===== config.mk =====
export PLATFORM = sky130hd
export DESIGN_NAME = utf8_json_string_escaper_top
export DESIGN_NICKNAME = d
export VERILOG_FILES = /design/src/rtl/core/u8je_pkg.sv /design/src/rtl/core/u8je_front.sv /design/src/rtl/core/u8je_cmdq.sv /design/src/rtl/core/u8je_back.sv /design/src/rtl/core/utf8_json_string_escaper_top.sv
export SDC_FILE = /design/constraint.sdc
export NUM_CORES = 1
export LEC_CHECK = 0
export ABC_AREA = 1
export BUFFER_PORTS_ARGS = -buffer_cell sky130_fd_sc_hd__buf_2
export CELL_PAD_IN_SITES_DETAIL_PLACEMENT = 1
export CELL_PAD_IN_SITES_GLOBAL_PLACEMENT = 1
export CORE_ASPECT_RATIO = 0.8
export CORE_MARGIN = 3
export CORE_UTILIZATION = 50
export DETAILED_ROUTE_END_ITERATION = 16
export PLACE_DENSITY = 0.83
export SLEW_MARGIN = 20
export SYNTH_ARGS = -nofsm -noshare
export SYNTH_HDL_FRONTEND = slang
export SYNTH_HIERARCHICAL = 1
export SYNTH_SLANG_ARGS = --single-unit

===== constraint.sdc =====
create_clock -name clk -period 19.1 [get_ports clk]
set_clock_uncertainty 0.1 [all_clocks]
set_input_delay 0.955 -clock clk [delete_from_list [all_inputs] [get_ports clk]]
set_output_delay 0.955 -clock clk [all_outputs]
set_load 0.02 [all_outputs]

===== src/rtl/core/u8je_pkg.sv =====
package u8je_pkg;

  // Command slots: opening quote, flushed held bytes, current byte or raw
  // sequence, bytes flushed at string end, closing quote.
  localparam int NumSlots  = 12;
  localparam int SlotIdxW  = 4;
  localparam int SlotOpen  = 0;
  localparam int SlotPre   = 1;
  localparam int SlotMid   = 4;
  localparam int SlotPost  = 8;
  localparam int SlotClose = 11;

  localparam logic [7:0] ChQuote  = 8'h22;
  localparam logic [7:0] ChBslash = 8'h5c;

  // How one unit expands on the output side
  typedef enum logic [1:0] {
    KIND_LIT,    // byte as is
    KIND_CLOSE,  // closing quote
    KIND_ESC2,   // backslash plus escape letter
    KIND_HEX     // \u00hh
  } unit_kind_t;

  typedef struct packed {
    unit_kind_t  kind;
    logic [7:0]  val;
  } unit_t;

  typedef struct packed {
    logic [NumSlots-1:0]  vld;
    unit_t [NumSlots-1:0] units;
  } cmd_t;

endpackage


===== src/rtl/core/u8je_front.sv =====
module u8je_front (
  input  logic              clk,
  input  logic              rst_n,
  input  logic              acc,
  input  logic [7:0]        data_byte,
  input  logic              byte_present,
  input  logic              string_end,
  output logic              cmd_push,
  output u8je_pkg::cmd_t    cmd
);

  // String and UTF-8 hold state
  logic       open_r, open_nxt;
  logic [1:0] cnt_r, cnt_nxt;
  logic [7:0] lead_r, cont0_r, cont1_r;
  logic [7:0] lead_nxt, cont0_nxt, cont1_nxt;
  logic [2:0] len;
  logic       ok;
  logic       do_fresh;
  logic [7:0] esc;

  function automatic logic [2:0] seq_len(input logic [7:0] v);
    logic [2:0] r;
    r = 3'd0;
    if (v >= 8'hc2 && v <= 8'hdf) r = 3'd2;
    else if (v >= 8'he0 && v <= 8'hef) r = 3'd3;
    else if (v >= 8'hf0 && v <= 8'hf4) r = 3'd4;
    return r;
  endfunction

  // Second byte has tighter ranges for a few leads
  function automatic logic next_ok(input logic [7:0] ld, input logic second,
                                   input logic [7:0] v);
    logic r;
    r = (v >= 8'h80 && v <= 8'hbf);
    if (second) begin
      if (ld == 8'he0) r = (v >= 8'ha0 && v <= 8'hbf);
      else if (ld == 8'hed) r = (v >= 8'h80 && v <= 8'h9f);
      else if (ld == 8'hf0) r = (v >= 8'h90 && v <= 8'hbf);
      else if (ld == 8'hf4) r = (v >= 8'h80 && v <= 8'h8f);
    end
    return r;
  endfunction

  function automatic logic [7:0] esc_char(input logic [7:0] v);
    logic [7:0] r;
    unique case (v)
      8'h22:   r = u8je_pkg::ChQuote;
      8'h5c:   r = u8je_pkg::ChBslash;
      8'h08:   r = 8'h62;  // b
      8'h0c:   r = 8'h66;  // f
      8'h0a:   r = 8'h6e;  // n
      8'h0d:   r = 8'h72;  // r
      8'h09:   r = 8'h74;  // t
      default: r = 8'h00;
    endcase
    return r;
  endfunction

  function automatic u8je_pkg::unit_t mk(input u8je_pkg::unit_kind_t k,
                                         input logic [7:0] v);
    u8je_pkg::unit_t u;
    u.kind = k;
    u.val  = v;
    return u;
  endfunction

  // Classify the item and build its command
  always_comb begin
    cmd       = '0;
    open_nxt  = open_r;
    cnt_nxt   = cnt_r;
    lead_nxt  = lead_r;
    cont0_nxt = cont0_r;
    cont1_nxt = cont1_r;
    do_fresh  = 1'b0;
    len       = seq_len(lead_r);
    ok        = (len != 3'd0) && ({1'b0, cnt_r} < len) &&
                next_ok(lead_r, cnt_r == 2'd1, data_byte);
    esc       = esc_char(data_byte);

    if ((byte_present || string_end) && !open_r) begin
      cmd.vld[u8je_pkg::SlotOpen]   = 1'b1;
      cmd.units[u8je_pkg::SlotOpen] = mk(u8je_pkg::KIND_LIT, u8je_pkg::ChQuote);
      open_nxt = 1'b1;
    end

    if (byte_present) begin
      if (cnt_r == 2'd0) begin
        do_fresh = 1'b1;
      end else if (ok && ({1'b0, cnt_r} + 3'd1 == len)) begin
        // sequence complete: pass raw
        cmd.vld[u8je_pkg::SlotMid]     = 1'b1;
        cmd.units[u8je_pkg::SlotMid]   = mk(u8je_pkg::KIND_LIT, lead_r);
        cmd.vld[u8je_pkg::SlotMid+1]   = (cnt_r >= 2'd2);
        cmd.units[u8je_pkg::SlotMid+1] = mk(u8je_pkg::KIND_LIT, cont0_r);
        cmd.vld[u8je_pkg::SlotMid+2]   = (cnt_r == 2'd3);
        cmd.units[u8je_pkg::SlotMid+2] = mk(u8je_pkg::KIND_LIT, cont1_r);
        cmd.vld[u8je_pkg::SlotMid+3]   = 1'b1;
        cmd.units[u8je_pkg::SlotMid+3] = mk(u8je_pkg::KIND_LIT, data_byte);
        cnt_nxt = 2'd0;
      end else if (ok) begin
        if (cnt_r == 2'd1) cont0_nxt = data_byte;
        else cont1_nxt = data_byte;
        cnt_nxt = cnt_r + 2'd1;
      end else begin
        // broken sequence: escape held bytes, then redo this byte
        cmd.vld[u8je_pkg::SlotPre]     = 1'b1;
        cmd.units[u8je_pkg::SlotPre]   = mk(u8je_pkg::KIND_HEX, lead_r);
        cmd.vld[u8je_pkg::SlotPre+1]   = (cnt_r >= 2'd2);
        cmd.units[u8je_pkg::SlotPre+1] = mk(u8je_pkg::KIND_HEX, cont0_r);
        cmd.vld[u8je_pkg::SlotPre+2]   = (cnt_r == 2'd3);
        cmd.units[u8je_pkg::SlotPre+2] = mk(u8je_pkg::KIND_HEX, cont1_r);
        cnt_nxt  = 2'd0;
        do_fresh = 1'b1;
      end

      if (do_fresh) begin
        if (esc != 8'h00) begin
          cmd.vld[u8je_pkg::SlotMid]   = 1'b1;
          cmd.units[u8je_pkg::SlotMid] = mk(u8je_pkg::KIND_ESC2, esc);
        end else if (data_byte >= 8'h20 && data_byte <= 8'h7e) begin
          cmd.vld[u8je_pkg::SlotMid]   = 1'b1;
          cmd.units[u8je_pkg::SlotMid] = mk(u8je_pkg::KIND_LIT, data_byte);
        end else if (data_byte[7] && seq_len(data_byte) != 3'd0) begin
          lead_nxt = data_byte;
          cnt_nxt  = 2'd1;
        end else begin
          cmd.vld[u8je_pkg::SlotMid]   = 1'b1;
          cmd.units[u8je_pkg::SlotMid] = mk(u8je_pkg::KIND_HEX, data_byte);
        end
      end
    end

    // End of string: escape a truncated sequence, close the quote
    if (string_end) begin
      cmd.vld[u8je_pkg::SlotPost]     = (cnt_nxt >= 2'd1);
      cmd.units[u8je_pkg::SlotPost]   = mk(u8je_pkg::KIND_HEX, lead_nxt);
      cmd.vld[u8je_pkg::SlotPost+1]   = (cnt_nxt >= 2'd2);
      cmd.units[u8je_pkg::SlotPost+1] = mk(u8je_pkg::KIND_HEX, cont0_nxt);
      cmd.vld[u8je_pkg::SlotPost+2]   = (cnt_nxt == 2'd3);
      cmd.units[u8je_pkg::SlotPost+2] = mk(u8je_pkg::KIND_HEX, cont1_nxt);
      cmd.vld[u8je_pkg::SlotClose]    = 1'b1;
      cmd.units[u8je_pkg::SlotClose]  = mk(u8je_pkg::KIND_CLOSE, u8je_pkg::ChQuote);
      cnt_nxt  = 2'd0;
      open_nxt = 1'b0;
    end
  end

  assign cmd_push = acc && (|cmd.vld);

  // Control state
  always_ff @(posedge clk) begin
    if (!rst_n) begin
      open_r <= 1'b0;
      cnt_r  <= 2'd0;
    end else if (acc) begin
      open_r <= open_nxt;
      cnt_r  <= cnt_nxt;
    end
  end

  // Held bytes
  always_ff @(posedge clk) begin
    if (acc) begin
      lead_r  <= lead_nxt;
      cont0_r <= cont0_nxt;
      cont1_r <= cont1_nxt;
    end
  end

endmodule


===== src/rtl/core/u8je_cmdq.sv =====
module u8je_cmdq (
  input  logic              clk,
  input  logic              rst_n,
  input  logic              push,
  input  u8je_pkg::cmd_t    din,
  output logic              full,
  input  logic              pop,
  output logic              head_vld,
  output u8je_pkg::cmd_t    head
);

  // Two-entry command queue between front and back
  u8je_pkg::cmd_t ent_r [2];
  logic       wr_ptr_r, rd_ptr_r;
  logic [1:0] cnt_r;
  logic       do_push, do_pop;

  assign full     = (cnt_r == 2'd2);
  assign head_vld = (cnt_r != 2'd0);
  assign head     = ent_r[rd_ptr_r];
  assign do_push  = push && !full;
  assign do_pop   = pop && head_vld;

  always_ff @(posedge clk) begin
    if (!rst_n) begin
      wr_ptr_r <= 1'b0;
      rd_ptr_r <= 1'b0;
      cnt_r    <= 2'd0;
    end else begin
      if (do_push) wr_ptr_r <= ~wr_ptr_r;
      if (do_pop)  rd_ptr_r <= ~rd_ptr_r;
      cnt_r <= cnt_r + {1'b0, do_push} - {1'b0, do_pop};
    end
  end

  always_ff @(posedge clk) begin
    if (do_push) ent_r[wr_ptr_r] <= din;
  end

endmodule


===== src/rtl/core/u8je_back.sv =====
module u8je_back (
  input  logic              clk,
  input  logic              rst_n,
  input  logic              head_vld,
  input  u8je_pkg::cmd_t    head,
  output logic              cmd_pop,
  output logic              empty,
  input  logic              pop,
  output logic [7:0]        out_byte,
  output logic              out_run_last,
  output logic              out_closing_quote
);

  typedef struct packed {
    logic [7:0] data;
    logic       last;
    logic       close;
  } out_item_t;

  // Serializer state over the head command
  logic [u8je_pkg::NumSlots-1:0] done_r, done_nxt;
  logic [2:0]                    sub_r, sub_nxt;
  logic [u8je_pkg::NumSlots-1:0] pend, rest, cur_oh;
  logic [u8je_pkg::SlotIdxW-1:0] cur;
  u8je_pkg::unit_t               unit;
  logic [2:0]                    last_sub;
  logic                          unit_done, more, emit;
  out_item_t                     item;

  // Output queue, two entries
  out_item_t  oq_r [2];
  logic       oq_wr_r, oq_rd_r;
  logic [1:0] oq_cnt_r;
  logic       oq_full, oq_pop;

  function automatic logic [7:0] hex_char(input logic [3:0] v);
    return (v < 4'd10) ? (8'h30 + {4'd0, v}) : (8'h57 + {4'd0, v});
  endfunction

  assign pend = head.vld & ~done_r;

  // Lowest pending slot
  always_comb begin
    cur = '0;
    for (int i = u8je_pkg::NumSlots - 1; i >= 0; i--) begin
      if (pend[i]) cur = u8je_pkg::SlotIdxW'(i);
    end
  end

  assign cur_oh = u8je_pkg::NumSlots'(1) << cur;
  assign rest   = pend & ~cur_oh;
  assign more   = |rest;
  assign unit   = head.units[cur];
  assign emit   = head_vld && !oq_full;

  // Expand the current unit
  always_comb begin
    item = '0;
    unique case (unit.kind)
      u8je_pkg::KIND_LIT: begin
        last_sub  = 3'd0;
        item.data = unit.val;
      end
      u8je_pkg::KIND_CLOSE: begin
        last_sub   = 3'd0;
        item.data  = unit.val;
        item.close = 1'b1;
      end
      u8je_pkg::KIND_ESC2: begin
        last_sub  = 3'd1;
        item.data = (sub_r == 3'd0) ? u8je_pkg::ChBslash : unit.val;
      end
      u8je_pkg::KIND_HEX: begin
        last_sub = 3'd5;
        unique case (sub_r)
          3'd0:    item.data = u8je_pkg::ChBslash;
          3'd1:    item.data = 8'h75;  // u
          3'd4:    item.data = hex_char(unit.val[7:4]);
          3'd5:    item.data = hex_char(unit.val[3:0]);
          default: item.data = 8'h30;  // 0
        endcase
      end
      default: begin
        last_sub  = 3'd0;
        item.data = unit.val;
      end
    endcase
    unit_done = (sub_r == last_sub);
    item.last = unit_done && !more;
  end

  // Step through bytes, units and commands
  always_comb begin
    done_nxt = done_r;
    sub_nxt  = sub_r;
    cmd_pop  = 1'b0;
    if (emit) begin
      if (unit_done) begin
        sub_nxt = 3'd0;
        if (more) begin
          done_nxt = done_r | cur_oh;
        end else begin
          done_nxt = '0;
          cmd_pop  = 1'b1;
        end
      end else begin
        sub_nxt = sub_r + 3'd1;
      end
    end
  end

  always_ff @(posedge clk) begin
    if (!rst_n) begin
      done_r <= '0;
      sub_r  <= 3'd0;
    end else begin
      done_r <= done_nxt;
      sub_r  <= sub_nxt;
    end
  end

  // Output queue
  assign oq_full = (oq_cnt_r == 2'd2);
  assign empty   = (oq_cnt_r == 2'd0);
  assign oq_pop  = pop && !empty;

  always_ff @(posedge clk) begin
    if (!rst_n) begin
      oq_wr_r  <= 1'b0;
      oq_rd_r  <= 1'b0;
      oq_cnt_r <= 2'd0;
    end else begin
      if (emit)   oq_wr_r <= ~oq_wr_r;
      if (oq_pop) oq_rd_r <= ~oq_rd_r;
      oq_cnt_r <= oq_cnt_r + {1'b0, emit} - {1'b0, oq_pop};
    end
  end

  always_ff @(posedge clk) begin
    if (emit) oq_r[oq_wr_r] <= item;
  end

  assign out_byte          = oq_r[oq_rd_r].data;
  assign out_run_last      = oq_r[oq_rd_r].last;
  assign out_closing_quote = oq_r[oq_rd_r].close;

endmodule


===== src/rtl/core/utf8_json_string_escaper_top.sv =====
// Channel   Handshake           Transfer when     Payload
// input     push / full         push && !full     in_data_byte, in_byte_present, in_string_end
// result    empty / pop         pop && !empty     out_byte, out_run_last, out_closing_quote
//
// One input transfer per cycle while the command queue has room; the output
// serializer sends one byte per cycle while the output queue has room, and
// an item produces 1 byte for plain text and up to 25 bytes in the worst case.
// The first byte of an item is registered in the command queue, then in the output queue.
// Synchronous active-low reset empties both queues and closes the string.
// full rises when two commands wait; a stalled pop backs up the output queue,
// then the serializer, then the command queue.
module utf8_json_string_escaper_top (
  input  logic       clk,
  input  logic       rst_n,
  input  logic       push,
  output logic       full,
  input  logic [7:0] in_data_byte,
  input  logic       in_byte_present,
  input  logic       in_string_end,
  output logic       empty,
  input  logic       pop,
  output logic [7:0] out_byte,
  output logic       out_run_last,
  output logic       out_closing_quote
);

  logic           acc;
  logic           cmd_push, cmd_pop, head_vld;
  u8je_pkg::cmd_t cmd, head;

  assign acc = push && !full;

  u8je_front u_front (
    .clk          (clk),
    .rst_n        (rst_n),
    .acc          (acc),
    .data_byte    (in_data_byte),
    .byte_present (in_byte_present),
    .string_end   (in_string_end),
    .cmd_push     (cmd_push),
    .cmd          (cmd)
  );

  u8je_cmdq u_cmdq (
    .clk      (clk),
    .rst_n    (rst_n),
    .push     (cmd_push),
    .din      (cmd),
    .full     (full),
    .pop      (cmd_pop),
    .head_vld (head_vld),
    .head     (head)
  );

  u8je_back u_back (
    .clk               (clk),
    .rst_n             (rst_n),
    .head_vld          (head_vld),
    .head              (head),
    .cmd_pop           (cmd_pop),
    .empty             (empty),
    .pop               (pop),
    .out_byte          (out_byte),
    .out_run_last      (out_run_last),
    .out_closing_quote (out_closing_quote)
  );

endmodule


==> results_dict.tcl, run 1 <==
set metrics [dict create \
    status "finished clean" \
    synthMostInstantiatedCell "edfxtp_1" \
    hpwl_um 31000 \
    dp.cells 1934 \
    total_power_uw 1920 \
    grt_pass1_vias 11900 \
    yosysWarnings 6 \
    tightestPinTransition_ns 1.09 \
    row_count 60 \
    hold_violations 0 \
    cp.arrival_ns 6.97 \
    cts_hold_buf 0 \
    cts.sinks 336 \
    gp_congestion 0.878 \
    cts_tree "done" \
    grt_max_degree 75 \
    maxCapViolCount 0 \
    die_y_um 172 \
    initial_core_util_pct 51.0 \
    synth_top_cell_area_share_pct 53.5 \
    powerDensity_nw_per_um2 104 \
    drcViolationCount 0 \
    min_period_ns 6.65 \
    clkLatencyLatePin_ns 0.53 \
    die_area_um2 36800 \
    drive_above_1_share_pct 23.3 \
    critPathRequiredTime_ns 19.42 \
    postCtsSetupRepairBufs 0 \
    clkTransAtPathRegs_ns 0.06 \
    slew_violations 0 \
    yosys-top-cells-count "edfxtp_1 (308), nand2_1 (272), inv_1 (139)" \
    synthArstFlopShare_pct 0 \
    peakVddDrop_v 0.0000538 \
    ios 26 \
    via_per_inst 5.72 \
    hold_ws_ns 0.362 \
    path_max_fanout 47 \
    drt_iter0_drc 1136 \
    dr.pass1.iters 7 \
    startpoint_type "flip-flop" \
    rsz0062_at_grt "false" \
    yosysTopAreaCell "edfxtp_1" \
    period_share_pct 34.8 \
    cts_made_buffers 34 \
    netlist_top_cells_area "edfxtp_1 (54%), mux2_4 (7.0%), nand2_1 (5.9%), mux2_2 (4.0%), dfxtp_1 (3.2%)" \
    final_area_um2 18400 \
    cts.repair.resized 0 \
    syn_inst 1510 \
    die_width_um 214 \
    synth-main-ff-cell "edfxtp_1" \
    synth_area_um2 17300 \
    maxSlewHeadroom_pct 27.5 \
    wl_per_cell_um 22.8 \
    htree_num_levels 2 \
    finalNonFillerCells 1993 \
    antenna_found_initial 1 \
    ys_seq_elements 336 \
    clockRootBuffer "clkbuf_16" \
    dpl-instance-area_um2 17400 \
    cts_max_path_buffers 3 \
    criticalPathCategory "flip-flop to flip-flop" \
    yosysSeqAreaShare_pct 56.8 \
    nFillCells 3554 \
    port_buffers 25 \
    hp-class "flip-flop to flip-flop" \
    grt_pass1_wl_um 69900 \
    area_delta_synth_final_pct 6.37 \
    setup_violations 0 \
    p_leak_uw 0.00731 \
    synthDistinctLibCells 53 \
    end_kind "flip-flop" \
    core_um2 33900 \
    clock.fmax_mhz 150 \
    antenna_left 0 \
    vias 11400 \
    syn_avg_cell_area_um2 11.4 \
    synth_edf_count 308 \
    overflow 0 \
    wirelength_um 45400 \
    setup_tns_ns 0 \
    grtUsageTotal_pct 25.2 \
    fin_nets 1534 \
]
-- registers in the layout (all words and copies together) (netlist names), named ones only --
| name | flops |
|---|---|
| u_cmdq/ent_r | 264 |
| u_back/oq_cnt_r | 2 |
| u_cmdq/cnt_r | 2 |
| u_back/oq_r | 20 |
| u_front/cont1_r | 8 |
| u_front/lead_r | 8 |
| u_front/open_r | 1 |
| u_back/oq_wr_r | 1 |
| u_back/oq_rd_r | 1 |
| u_back/sub_r | 3 |
| u_cmdq/wr_ptr_r | 1 |
| u_front/cont0_r | 8 |
| u_back/done_r | 12 |
| u_cmdq/rd_ptr_r | 1 |
| u_front/cnt_r | 2 |
-- worst paths after layout --
check                                        end        startpoint  depth (start not counted)  slack, ns
worst min-delay path            u_back/done_r[1]  u_back/done_r[1]                          2       0.36
worst max-delay path             u_cmdq/cnt_r[1]         flip-flop                         26      12.45
worst min register to register  u_back/done_r[1]  u_back/done_r[1]                          2       0.36
worst max register to register   u_cmdq/cnt_r[1]         flip-flop                         26      12.45
-- through the flow --
stage | utilization [%] | setup WS [ns]
finish | 54.3 | 12.45
global route | 54.3 | 11.93
CTS | 54.3 | 12.45
detailed placement | 51.4 | 12.53
global placement | 51.4 | 13.03
floorplan | - | 10.60
-- report_power, final --
part | total, uW | switching (uW) | internal [uW]
registers | 915 | 27.0 | 888
clock network | 612 | 274 | 338
logic | 389 | 274 | 115
total | 1920 | 575 | 1340
-- per-layer routing --
layer  part of all wire (%)  global-route usage [%]  vias up
met3                    6.3                    4.26       81
met2                     47                    40.7      374
met5                  0.022                       0        -
met4                    2.8                    7.73        2
met1                     44                    35.2     5769
li1                       -                       -     5169
-- logic make-up after synthesis --
group           Yosys count  share of synthesized area [%]
buf+inv                 262                           8.08
mux                     142                           11.0
flops                   336                           56.8
xor+xnor                  2                          0.101
other cells               1                         0.0217
compound gates          122                           4.50
fa+ha+maj                15                           1.09
simple gates            630                           18.5
-- cell usage in the layout, fill, tap and decap left out, types with 19 or more instances in the layout --
master / netlist / final
a21oi_1: 54 / 54
buf_2: 13 / 25
clkbuf_16: 0 / 35
conb_1: 1 / 22
dfxtp_1: 28 / 27
edfxtp_1: 308 / 308
inv_1: 139 / 138
inv_2: 20 / 20
mux2_2: 62 / 62
mux2_4: 80 / 80
nand2_1: 272 / 272
nand3_1: 108 / 108
nand3b_1: 19 / 19
nand4_1: 52 / 52
nor2_1: 74 / 72
nor2_2: 37 / 38
nor2_4: 22 / 23
o21ai_0: 19 / 19
-- critical path, stage by stage (launching register included) --
cell and delay [ns]:
dfxtp_4 0.85, buf_4 0.67, mux2_4 0.36, nand2_1 0.13, nand2_1 0.12, a21oi_4 0.15
buf_4 0.47, inv_2 0.44, nor2_4 0.42, nand2_1 0.13, nand2_1 0.10, nand2_1 0.06
nor2_1 0.11, nand2_1 0.10, nor2_1 0.50, nand2_1 0.21, nor4_2 0.39, inv_1 0.08
nor2_1 0.16, ha_1 0.25, inv_1 0.08, ha_1 0.20, inv_1 0.07, nand2_1 0.09
nand3_1 0.09, nand2_1 0.07, nor2_1 0.03
-- final cells by class --
type                            count  area, um2  area share [%]
Clock inverter                     10       55.1           0.300
Clock buffer                       48        925            5.03
Antenna cell                        1       2.50          0.0136
Tap cell                          465        582            3.17
Timing Repair Buffer               36        208            1.13
Inverter                          164        626            3.40
Multi-Input combinational cell    933       6170            33.6
Sequential cell                   336       9810            53.4
Note: power is estimated with default switching activity, not from simulation.
==> run 2: changes to the inputs <==
==> constraint.sdc (replaced) <==
create_clock -name clk -period 6.46 [get_ports clk]
set_clock_uncertainty 0.1 [all_clocks]
set_input_delay 0.323 -clock clk [delete_from_list [all_inputs] [get_ports clk]]
set_output_delay 0.323 -clock clk [all_outputs]
set_load 0.02 [all_outputs]
==> run 2 against run 1 <==
  * Wire length grew 3.9%
  * Global-route usage grew 0.58 points
  * Core utilization grew 0.69 points
  * Via count grew 1.4%
  * Die area is the same
  * Cell count grew 0.45%
  * Clock power grew to 3.3 times the previous value
  * Hold slack lost 0.32 ns
  * Worst setup slack lost 12 ns
==> results_dict.tcl, run 2 (synthesis gave the netlist of run 1 again) <==
set metrics [dict create \
    status "finished clean" \
    setup_violations 0 \
    slew_violations 0 \
    die_width_um 214 \
    htree_num_levels 2 \
    drt_iter0_drc 1172 \
    clock.fmax_mhz 172 \
    fin_nets 1539 \
    peakVddDrop_v 0.000158 \
    grtUsageTotal_pct 25.8 \
    critPathRequiredTime_ns 6.78 \
    final_cell_mix "edfxtp_1 (308), nand2_1 (272), inv_1 (138), nand3_1 (108), mux2_4 (80)" \
    area_delta_synth_final_pct 7.72 \
    grt_pass1_wl_um 71300 \
    initial_core_util_pct 51.0 \
    cp.arrival_ns 6.14 \
    end_kind "flip-flop" \
    hpwl_um 31900 \
    cts_made_buffers 35 \
    insertedDiodeCount 0 \
    nFillCells 3566 \
    antenna_left 0 \
    drcViolationCount 0 \
    multiInputGateArea_um2 6170 \
    vias 11600 \
    dr.pass1.iters 5 \
    post-route-util_pct 55.0 \
    tightestPinTransition_ns 1.01 \
    fin_ws_ns 0.639 \
    period_share_pct 90.1 \
    final_common_cell "edfxtp_1" \
    clockRootBuffer "clkbuf_16" \
    wirelength_um 47200 \
    hold_violations 0 \
    clkLatencyLatePin_ns 0.53 \
    rsz0062_at_grt "false" \
    startpoint_type "flip-flop" \
    hp-class "input pin to flip-flop" \
    clkTransAtPathRegs_ns 0.06 \
    antenna_found_initial 1 \
    via_per_inst 5.77 \
    min_period_ns 5.82 \
    maxSlewHeadroom_pct 31.8 \
    largest_register_ffs 264 \
    cts.sinks 336 \
    cts_hold_buf 0 \
    die_y_um 172 \
    core_um2 33900 \
    p_leak_uw 0.00742 \
    largest_register "u_cmdq/ent_r" \
    postCtsSetupRepairBufs 0 \
    cts.repair.resized 0 \
    grt_pass1_vias 11900 \
    port_buffers 25 \
    grt_max_degree 119 \
    area.sequential_um2 9810 \
    powerDensity_nw_per_um2 316 \
    drive_above_1_share_pct 23.7 \
    ios 26 \
    cts_tree "done" \
    wl_per_cell_um 23.6 \
    row_count 60 \
    crit_path_top_delay_cell "dfxtp_4" \
    path_max_fanout 25 \
    pre_cts_ws_ns 0.895 \
    cp_slowest_stage_delay_ns 0.53 \
    maxCapViolCount 0 \
    die_area_um2 36800 \
    setup_tns_ns 0 \
    overflow 0 \
    gp_congestion 0.882 \
    cts_max_path_buffers 3 \
    reg_top3 "u_cmdq/ent_r x264, u_back/oq_r x20, u_back/done_r x12" \
    cpMostUsedCell "nand2_1" \
    criticalPathCategory "flip-flop to flip-flop" \
]
-- run 2: changes by cell type in the layout (fill, tap and decap cells not counted) --
cell	previous run	this run
inv_6	1	3
clkinv_4	1	0
clkbuf_1	13	7
buf_12	0	6
bufinv_16	0	3
diode_2	1	0
buf_4	11	9
clkbuf_8	0	3
clkinv_1	6	12
nor2_1	72	73
nor2_2	38	37
clkinvlp_4	1	0
-- run 2: worst paths after layout --
kind | start | to | slack [ns] | depth (start not counted)
worst max register to register | flip-flop | u_cmdq/cnt_r[1] | 0.64 | 30
worst min-delay path | rst_n | u_cmdq/cnt_r[0] | 0.05 | 3
worst min register to register | u_back/done_r[0] | u_back/done_r[0] | 0.37 | 2
worst max-delay path | flip-flop | u_cmdq/cnt_r[1] | 0.64 | 30
-- run 2: layout make-up --
| type | count | area share, % |
|---|---|---|
| Inverter | 164 | 3.36 |
| Clock buffer | 45 | 5.07 |
| Tap cell | 465 | 3.13 |
| Clock inverter | 19 | 0.907 |
| Sequential cell | 336 | 52.7 |
| Multi-Input combinational cell | 933 | 33.1 |
| Timing Repair Buffer | 40 | 1.68 |
-- run 2: report_power, final --
part,switching [uW],leakage [uW],internal (uW)
Clock,854,0.000545,1160
Sequential,84.0,0.00318,2620
Combinational,809,0.00369,359
Total,1750,0.00742,4140
-- run 2: through the flow --
step	total power [uW]	hold WS (ns)	instances	area (um2)
floorplan	3560	0.316	1531	17400
global placement	3810	0.337	1938	17500
detailed placement	3880	0.357	1938	17500
CTS	5900	0.0182	2002	18600
global route	6110	0.0354	2002	18600
finish	5880	0.0463	2002	18600
-- run 2: layer usage --
metal	share of wire (%)	GRT usage [%]	wire (um)	up-vias
li1	-	-	-	5198
met1	43	35.3	20500	5847
met2	47	41.9	22400	431
met3	6.4	5.19	3010	80
met4	2.6	7.55	1240	2
met5	0.040	0	19	-
-- run 2: worst max-delay path, delay by kind of cell, from the launching register on --
kind | cells | cell delay (ns)
AND/OR/NAND/NOR | 24 | 4.06
buffers and inverters | 3 | 0.22
adder cells (fa/ha/maj) | 2 | 0.42
flip-flops | 1 | 0.53
multiplexers | 1 | 0.34
